**src/rtl/isotp_pkg.sv**
```systemverilog
// Shared types, constants and helpers of the ISO-TP frame reassembler.
`default_nettype none
package isotp_pkg;

  // Incoming CAN frame.
  typedef struct packed {
    logic [10:0] frame_id;
    logic [3:0]  frame_length;
    logic [63:0] frame_bytes;
  } frame_t;

  // One result: payload chunk or flow-control frame.
  typedef struct packed {
    logic        result_kind;
    logic [10:0] result_id;
    logic [3:0]  result_count;
    logic [63:0] result_bytes;
    logic        message_end;
    logic        run_last;
  } result_t;

  // Push request from the frame core into the result queue.
  typedef struct packed {
    logic    vld;
    result_t item;
  } push_t;

  // Configuration register indexes.
  localparam int CFG_IDX_W = 1;
  localparam logic [CFG_IDX_W-1:0] REG_RECEIVE_ID  = 1'd0;
  localparam logic [CFG_IDX_W-1:0] REG_TRANSMIT_ID = 1'd1;
  localparam int CFG_DATA_W = 11;

  // Protocol control information types (high nibble of byte 0).
  localparam logic [3:0] PCI_SINGLE = 4'd0;
  localparam logic [3:0] PCI_FIRST  = 4'd1;
  localparam logic [3:0] PCI_CONSEC = 4'd2;

  // Result kinds.
  localparam logic KIND_PAYLOAD = 1'b0;
  localparam logic KIND_FLOW    = 1'b1;

  localparam logic [7:0]  FC_CTS_PCI   = 8'h30;
  localparam logic [7:0]  FC_STMIN     = 8'h01;
  localparam logic [3:0]  SEQ_MASK     = 4'hF;
  localparam logic [2:0]  SF_LEN_MASK  = 3'h7;
  localparam logic [11:0] FF_BYTES     = 12'd6;
  localparam logic [3:0]  FULL_FRAME   = 4'd8;

  // Exact divide by 7 for values below 4096: (x * 4682) >> 15.
  localparam logic [12:0] DIV7_MUL   = 13'd4682;
  localparam int          DIV7_SHIFT = 15;

  // Result queue depth.
  localparam int OUT_DEPTH = 2;

  // Keep the lowest n bytes of v, zero the rest.
  function automatic logic [63:0] keep_bytes(input logic [63:0] v, input logic [3:0] n);
    logic [63:0] r;
    r = '0;
    for (int i = 0; i < 8; i++) begin
      if (4'(i) < n) begin
        r[i*8 +: 8] = v[i*8 +: 8];
      end
    end
    return r;
  endfunction

endpackage
`default_nettype wire

```
**src/rtl/isotp_out_fifo.sv**
```systemverilog
// Result queue between the frame core and the output channel.
`default_nettype none
module isotp_out_fifo #(
  parameter int DEPTH = isotp_pkg::OUT_DEPTH
) (
  input  wire                     clk,
  input  wire                     rst_n,
  input  wire isotp_pkg::push_t   push,
  output logic                    room,
  output logic                    out_valid,
  input  wire                     out_stall,
  output isotp_pkg::result_t      out_item
);
  import isotp_pkg::*;

  localparam int PTR_W = (DEPTH > 1) ? $clog2(DEPTH) : 1;
  localparam int CNT_W = $clog2(DEPTH + 1);

  result_t            mem [DEPTH];
  logic [PTR_W-1:0]   wptr_r, wptr_nxt;
  logic [PTR_W-1:0]   rptr_r, rptr_nxt;
  logic [CNT_W-1:0]   cnt_r, cnt_nxt;
  logic               wr, rd;

  assign room      = cnt_r != CNT_W'(DEPTH);
  assign out_valid = cnt_r != '0;
  assign out_item  = mem[rptr_r];
  assign wr        = push.vld && room;
  assign rd        = out_valid && !out_stall;

  always_comb begin
    wptr_nxt = wptr_r;
    rptr_nxt = rptr_r;
    cnt_nxt  = cnt_r;
    if (wr) begin
      wptr_nxt = (wptr_r == PTR_W'(DEPTH - 1)) ? '0 : wptr_r + 1'b1;
    end
    if (rd) begin
      rptr_nxt = (rptr_r == PTR_W'(DEPTH - 1)) ? '0 : rptr_r + 1'b1;
    end
    if (wr && !rd) begin
      cnt_nxt = cnt_r + 1'b1;
    end else if (rd && !wr) begin
      cnt_nxt = cnt_r - 1'b1;
    end
  end

  always_ff @(posedge clk) begin
    if (!rst_n) begin
      wptr_r <= '0;
      rptr_r <= '0;
      cnt_r  <= '0;
    end else begin
      wptr_r <= wptr_nxt;
      rptr_r <= rptr_nxt;
      cnt_r  <= cnt_nxt;
    end
  end

  always_ff @(posedge clk) begin
    if (wr) begin
      mem[wptr_r] <= push.item;
    end
  end

endmodule
`default_nettype wire

```
**src/rtl/isotp_frame_core.sv**
```systemverilog
// Input register, frame decode, message state and configuration registers.
`default_nettype none
module isotp_frame_core (
  input  wire                                 clk,
  input  wire                                 rst_n,
  input  wire                                 in_valid,
  output logic                                in_stall,
  input  wire  isotp_pkg::frame_t             in_item,
  input  wire                                 cfg_wr_en,
  input  wire  [isotp_pkg::CFG_IDX_W-1:0]     cfg_index,
  input  wire  [isotp_pkg::CFG_DATA_W-1:0]    cfg_wdata,
  input  wire                                 room,
  output isotp_pkg::push_t                    push
);
  import isotp_pkg::*;

  frame_t       in_r;
  logic         in_vld_r;
  result_t      pend_r, pend_nxt;
  logic         pend_vld_r, pend_vld_nxt;
  logic [10:0]  rx_id_r, tx_id_r;
  logic [11:0]  mt_r, mt_nxt;
  logic [12:0]  br_r, br_nxt;
  logic [3:0]   seq_r, seq_nxt;

  logic         consume, load;
  logic [7:0]   b0;
  logic [3:0]   ptype;
  logic [3:0]   lenc;
  logic [11:0]  ff_total;
  logic [11:0]  blk_num;
  logic [24:0]  blk_prod;
  logic [7:0]   blk_cnt;
  logic [2:0]   cf_n;
  logic [12:0]  missing;
  logic [3:0]   cf_cnt;
  logic [12:0]  br_sum;
  logic         cf_done;
  result_t      res_a, res_b;
  logic         res_a_vld, res_b_vld;

  assign consume  = in_vld_r && !pend_vld_r && room;
  assign in_stall = in_vld_r && !consume;
  assign load     = in_valid && !in_stall;

  assign b0       = in_r.frame_bytes[7:0];
  assign ptype    = b0[7:4];
  assign lenc     = (in_r.frame_length > FULL_FRAME) ? FULL_FRAME : in_r.frame_length;
  assign ff_total = {b0[3:0] & SEQ_MASK, in_r.frame_bytes[15:8]};
  assign blk_num  = ff_total - FF_BYTES;
  assign blk_prod = blk_num * DIV7_MUL;
  assign blk_cnt  = blk_prod[DIV7_SHIFT +: 8] + 8'd1;
  assign cf_n     = (lenc == '0) ? 3'd0 : 3'(lenc - 4'd1);
  assign missing  = (br_r < {1'b0, mt_r}) ? ({1'b0, mt_r} - br_r) : 13'd0;
  assign cf_cnt   = ({10'd0, cf_n} > missing) ? missing[3:0] : {1'b0, cf_n};
  assign br_sum   = br_r + {9'd0, cf_cnt};
  assign cf_done  = br_sum >= {1'b0, mt_r};

  always_comb begin
    res_a              = '0;
    res_a.result_kind  = KIND_PAYLOAD;
    res_a.result_id    = rx_id_r;
    res_a.run_last     = 1'b1;
    res_a_vld          = 1'b0;
    res_b              = '0;
    res_b.result_kind  = KIND_FLOW;
    res_b.result_id    = tx_id_r;
    res_b.result_count = FULL_FRAME;
    res_b.result_bytes = {40'd0, FC_STMIN, blk_cnt, FC_CTS_PCI};
    res_b.run_last     = 1'b1;
    res_b_vld          = 1'b0;
    mt_nxt             = mt_r;
    br_nxt             = br_r;
    seq_nxt            = seq_r;
    if (in_r.frame_id == rx_id_r) begin
      unique case (ptype)
        PCI_SINGLE: begin
          res_a_vld          = 1'b1;
          res_a.result_count = {1'b0, b0[2:0] & SF_LEN_MASK};
          res_a.result_bytes = keep_bytes({8'd0, in_r.frame_bytes[63:8]},
                                          {1'b0, b0[2:0] & SF_LEN_MASK});
          res_a.message_end  = 1'b1;
        end
        PCI_FIRST: begin
          res_a_vld = 1'b1;
          if (ff_total <= FF_BYTES) begin
            res_a.result_count = ff_total[3:0];
            res_a.result_bytes = keep_bytes({16'd0, in_r.frame_bytes[63:16]}, ff_total[3:0]);
            res_a.message_end  = 1'b1;
            mt_nxt             = '0;
            br_nxt             = '0;
          end else begin
            res_a.result_count = FF_BYTES[3:0];
            res_a.result_bytes = keep_bytes({16'd0, in_r.frame_bytes[63:16]}, FF_BYTES[3:0]);
            res_a.run_last     = 1'b0;
            res_b_vld          = 1'b1;
            mt_nxt             = ff_total;
            br_nxt             = {1'b0, FF_BYTES};
            seq_nxt            = 4'd1;
          end
        end
        PCI_CONSEC: begin
          if (mt_r != '0 && (b0[3:0] & SEQ_MASK) == seq_r) begin
            res_a_vld          = 1'b1;
            res_a.result_count = cf_cnt;
            res_a.result_bytes = keep_bytes({8'd0, in_r.frame_bytes[63:8]}, cf_cnt);
            res_a.message_end  = cf_done;
            seq_nxt            = seq_r + 4'd1;
            if (cf_done) begin
              mt_nxt = '0;
              br_nxt = '0;
            end else begin
              br_nxt = br_sum;
            end
          end
        end
        default: begin
        end
      endcase
    end
  end

  always_comb begin
    push         = '0;
    pend_nxt     = pend_r;
    pend_vld_nxt = pend_vld_r;
    if (pend_vld_r) begin
      push.vld  = 1'b1;
      push.item = pend_r;
      if (room) begin
        pend_vld_nxt = 1'b0;
      end
    end else if (consume) begin
      push.vld  = res_a_vld;
      push.item = res_a;
      if (res_b_vld) begin
        pend_nxt     = res_b;
        pend_vld_nxt = 1'b1;
      end
    end
  end

  always_ff @(posedge clk) begin
    if (!rst_n) begin
      in_vld_r   <= 1'b0;
      pend_vld_r <= 1'b0;
      rx_id_r    <= '0;
      tx_id_r    <= '0;
      mt_r       <= '0;
      br_r       <= '0;
      seq_r      <= '0;
    end else begin
      if (load) begin
        in_vld_r <= 1'b1;
      end else if (consume) begin
        in_vld_r <= 1'b0;
      end
      pend_vld_r <= pend_vld_nxt;
      if (consume) begin
        mt_r  <= mt_nxt;
        br_r  <= br_nxt;
        seq_r <= seq_nxt;
      end
      if (cfg_wr_en) begin
        unique case (cfg_index)
          REG_RECEIVE_ID:  rx_id_r <= cfg_wdata;
          REG_TRANSMIT_ID: tx_id_r <= cfg_wdata;
          default: begin
          end
        endcase
      end
    end
  end

  always_ff @(posedge clk) begin
    if (load) begin
      in_r <= in_item;
    end
    pend_r <= pend_nxt;
  end

endmodule
`default_nettype wire

```
**src/rtl/isotp_frame_reassembler_unit.sv**
```systemverilog
// Top level of the ISO-TP receive-side frame reassembler.
//
//  channel  direction  payload                 handshake
//  in_      input      isotp_pkg::frame_t      in_valid / in_stall
//  out_     output     isotp_pkg::result_t     out_valid / out_stall
//  cfg_     input      index + 11-bit data     cfg_wr_en
//
// A frame is registered, decoded and its result written to the result queue,
// which shows it once written. One frame per cycle unless stalled; a first
// frame with flow control stalls the input while its flow control waits, as
// the queue takes one result a cycle. Reset is synchronous and clears the
// message state, the identifiers and the queue. A full queue stalls the input.
`default_nettype none
module isotp_frame_reassembler_unit #(
  parameter int OUT_DEPTH = isotp_pkg::OUT_DEPTH
) (
  input  wire                               clk,
  input  wire                               rst_n,
  input  wire                               in_valid,
  output logic                              in_stall,
  input  wire  isotp_pkg::frame_t           in_item,
  output logic                              out_valid,
  input  wire                               out_stall,
  output isotp_pkg::result_t                out_item,
  input  wire                               cfg_wr_en,
  input  wire  [isotp_pkg::CFG_IDX_W-1:0]   cfg_index,
  input  wire  [isotp_pkg::CFG_DATA_W-1:0]  cfg_wdata
);
  import isotp_pkg::*;

  push_t push;
  logic  room;

  isotp_frame_core u_core (
    .clk       (clk),
    .rst_n     (rst_n),
    .in_valid  (in_valid),
    .in_stall  (in_stall),
    .in_item   (in_item),
    .cfg_wr_en (cfg_wr_en),
    .cfg_index (cfg_index),
    .cfg_wdata (cfg_wdata),
    .room      (room),
    .push      (push)
  );

  isotp_out_fifo #(
    .DEPTH (OUT_DEPTH)
  ) u_fifo (
    .clk       (clk),
    .rst_n     (rst_n),
    .push      (push),
    .room      (room),
    .out_valid (out_valid),
    .out_stall (out_stall),
    .out_item  (out_item)
  );

endmodule
`default_nettype wire

```
**config.mk**
```make
export PLATFORM = sky130hd
export DESIGN_NAME = isotp_frame_reassembler_unit
export DESIGN_NICKNAME = d
export VERILOG_FILES = /design/src/rtl/isotp_pkg.sv /design/src/rtl/isotp_out_fifo.sv /design/src/rtl/isotp_frame_core.sv /design/src/rtl/isotp_frame_reassembler_unit.sv
export SDC_FILE = /design/constraint.sdc
export NUM_CORES = 1
export LEC_CHECK = 0
export ABC_AREA = 1
export BUFFER_PORTS_ARGS = -buffer_cell sky130_fd_sc_hd__buf_4
export CAP_MARGIN = 20
export CORE_UTILIZATION = 55
export CTS_CLUSTER_DIAMETER = 120
export DETAILED_ROUTE_END_ITERATION = 8
export GPL_TIMING_DRIVEN = 0
export PLACE_DENSITY = 0.75
export REMOVE_ABC_BUFFERS = 1
export SLEW_MARGIN = 10
export SYNTH_ARGS = -nofsm -noshare
export SYNTH_HDL_FRONTEND = slang
export SYNTH_SLANG_ARGS = --single-unit
```
**constraint.sdc**
```tcl
create_clock -name clk -period 16 [get_ports clk]
set_input_delay 1.6 -clock clk [delete_from_list [all_inputs] [get_ports clk]]
set_output_delay 1.6 -clock clk [all_outputs]
set_load 0.05 [all_outputs]
```
==> impl_metrics.py <==
metrics = {
    "run_status": {
        "status": "complete, no violations",
    },
    "timing": {
        "setup_tns_ns": 0,
        "whs_ns": 0.428,
        "setup_viol": 0,
        "fin_crit_ns": 7.28,
        "min_period_over_period_pct": 45.5,
        "hold_viol": 0,
        "report.final.slew_viol_count": 0,
        "rsz0062_at_grt": "false",
        "fmax_mhz": 137,
        "maxSlewHeadroom_pct": 28.4,
        "fin_worst_skew_ns": 0.0202,
        "worst_pin_slew_ns": 1.07,
    },
    "drt": {
        "vias_per_cell": 5.62,
        "dr.pass1.iters": 5,
        "wl_per_cell_um": 18.1,
        "wirelength_mm": 40.7,
        "vias": 12656,
        "drc": 0,
        "ant_nets": 0,
        "drtIter0Drc": 1204,
    },
    "clocking": {
        "postCtsSetupBuffers": 0,
        "h-tree-depth": 2,
        "cts_resized": 0,
        "cts_root_buf": "clkbuf_16",
        "cts_hold_buf": 0,
        "clk_latency_ns": 0.51,
        "cts_inserted_buffers": 34,
        "path_clk_slew_ns": 0.06,
        "cts_tree": "yes",
        "clock_sinks": 304,
        "clock_tree.buffer_depth": 3,
    },
    "global_route": {
        "grt_max_degree": 42,
        "first_global_vias": 12317,
        "grt_pass1_wl_mm": 63.4,
        "grt.total_usage_pct": 26.0,
        "antenna_found_initial": 3,
        "overflow": 0,
    },
    "die": {
        "die_y_um": 177,
        "fp.dieArea_um2": 31200,
        "initial_core_util_pct": 56.2,
        "placementRows": 63,
        "die_x_um": 177,
        "core_um2": 29900,
        "pin_count": 180,
    },
    "place": {
        "io_buffers": 171,
        "dpl.hpwl_mm": 29.5,
        "gp_congestion": 0.920,
        "placed_cell_area_um2": 18600,
        "placedCellCount": 2186,
    },
    "layout": {
        "area_growth_pct": 17.5,
        "drive_gt1_share_pct": 20.7,
        "stdcell_area_um2": 19700,
        "final_cells": 2250,
        "nNetsFinal": 2051,
    },
    "yosys": {
        "ys_ff_latch": 304,
        "syn_area_per_cell_um2": 10.1,
        "synth_area_um2": 16800,
        "synth_edf_count": 246,
        "syn-instance-count": 1664,
        "synthFlopType": "edfxtp_1",
        "synth_top_area_cell": "edfxtp_1",
        "seq_area_frac_synth_pct": 50.9,
        "synth.most_common_cell": "nand2_1",
        "synth_warnings": 0,
        "async_flop_share_pct": 0,
        "synth.top_cell.area_share_pct": 44.0,
        "ys_top_cells_by_count": "278 x nand2_1, 246 x edfxtp_1, 178 x inv_1",
        "ys_types": 56,
        "synthTopCellsByArea": "edfxtp_1 44%, ha_1 7.6%, dfxtp_1 6.9%",
    },
    "power_and_ir_drop": {
        "p_leak_nw": 7.85,
        "ir_drop_mv": 0.0694,
        "p_per_area_nw_per_um2": 113,
    },
    "setup_path": {
        "cp_top_family": "simple AND/OR/NAND/NOR gates",
        "start_kind": "flip-flop",
        "cp_max_fo": 14,
        "cpMostUsedCell": "nand2_1",
        "crit_arrival_ns": 7.67,
        "required_ns": 16.39,
        "slowest_stage": "nand4_1",
        "end_kind": "flip-flop",
        "cpPeakStageDelay_ns": 0.61,
        "worst-path-buf-inv": 4,
        "path_class": "flip-flop to flip-flop",
    },
    "run": {
        "timing.max_cap.violations": 0,
    },
    "min_path": {
        "hold_class": "flip-flop to flip-flop",
    },
}
==> flip-flops by register name, indices dropped and copies added (netlist names), named ones only <==
register / flops
u_core.pend_r: 19
u_core.pend_vld_r: 1
u_core.b0: 8
u_core.tx_id_r: 11
u_core.rx_id_r: 11
u_core.mt_r: 12
u_core.ff_total: 8
u_core.seq_r: 4
u_fifo.rptr_r: 1
u_core.br_r: 13
u_fifo.wptr_r: 1
u_fifo.mem: 148
u_core.in_vld_r: 1
u_core.in_r: 63
u_fifo.cnt_r: 2
==> per-stage QoR <==
stage	utilization, %	worst slack (ns)	total power, mW
2_1_floorplan	-	9.40	1.33
3_3_place_gp	61.3	6.19	1.46
3_5_place_dp	62.4	8.96	1.48
4_1_cts	66.0	8.90	2.23
5_1_grt	66.1	8.10	2.34
6_report	66.1	8.72	2.23
==> layout by cell type (no fill, tap or decap), types with 4 or more instances in the layout <==
cell,synthesis,routed
nand2_1,278,278
edfxtp_1,246,246
inv_1,178,177
buf_4,11,171
nor2_1,164,159
ha_1,102,102
a21oi_1,96,96
nand3_1,78,78
mux2_2,74,74
dfxtp_1,58,57
o21ai_0,43,43
xor2_1,35,35
clkbuf_16,0,35
nand4_1,32,32
a31oi_1,27,27
nor3_1,25,24
fa_1,20,20
xnor2_1,13,13
nand3_2,12,12
nand2_2,11,11
inv_2,9,10
a21oi_2,10,10
a22o_1,10,10
nand2_4,9,9
conb_1,1,9
clkbuf_1,37,9
nor2_2,6,8
nor3b_1,8,8
a32oi_1,8,8
nand3b_1,6,6
o31ai_1,6,6
buf_12,0,6
clkinv_1,1,5
buf_16,0,5
nor4_1,4,4
nor2_4,1,4
a211oi_1,4,4
==> layout make-up <==
cell class / count / area, µm²
well taps: 390 / 488
diodes: 3 / 7.51
repair buffers: 185 / 1590
fillers: 2230 / 10100
multi-input cells: 1119 / 7310
clock inverters: 15 / 163
flip-flops and latches: 304 / 8550
inverters: 189 / 711
clock buffers: 45 / 923
==> worst reg2reg max path, delay by kind of cell, from the launching register on <==
kind                       cells  cell delay, ns
and+or+nand+nor               23            3.93
adders and majority gates      4            1.43
AOI/OAI and AO/OA              4            0.80
buffers and inverters          4            0.42
DFF                            1            0.42
xor gates and xnor gates       1            0.19
==> final timing paths <==
check / startpoint / to / slack [ns] / depth (start not counted)
worst max-delay path: u_core.br_r[7]$_SDFFE_PN0P_ / u_core.mt_r[9]$_SDFFE_PN0P_ / 8.72 / 36
worst min register to register: u_core.tx_id_r[1]$_SDFFE_PN0P_ / u_core.pend_r[71]$_DFFE_PP_ / 0.43 / 0
worst max register to register: u_core.br_r[7]$_SDFFE_PN0P_ / u_core.mt_r[9]$_SDFFE_PN0P_ / 8.72 / 36
worst min-delay path: u_core.tx_id_r[1]$_SDFFE_PN0P_ / u_core.pend_r[71]$_DFFE_PP_ / 0.43 / 0
==> per-layer routing <==
metal  GRT usage (%)  wire [µm]  part of all wire, %  vias to the layer above
li1                -          -                    -                     6067
met1            34.7      17200                   42                     5970
met2            43.8      19400                   48                      543
met3            3.46       2930                  7.2                       76
met4            8.62       1150                  2.8                        0
met5               0          0                    0                        -
==> power breakdown <==
part           switching [mW]  internal [mW]
clock network           0.307          0.456
logic                   0.345          0.207
registers              0.0222          0.888
==> logic make-up after synthesis <==
family	synth area share, %
mux	4.96
fa+ha+maj	9.98
xor+xnor	2.50
flops	50.9
other cells	0.0223
simple gates	17.8
compound gates	7.81
buf+inv	6.00
Power figures use the tool's default switching activity.
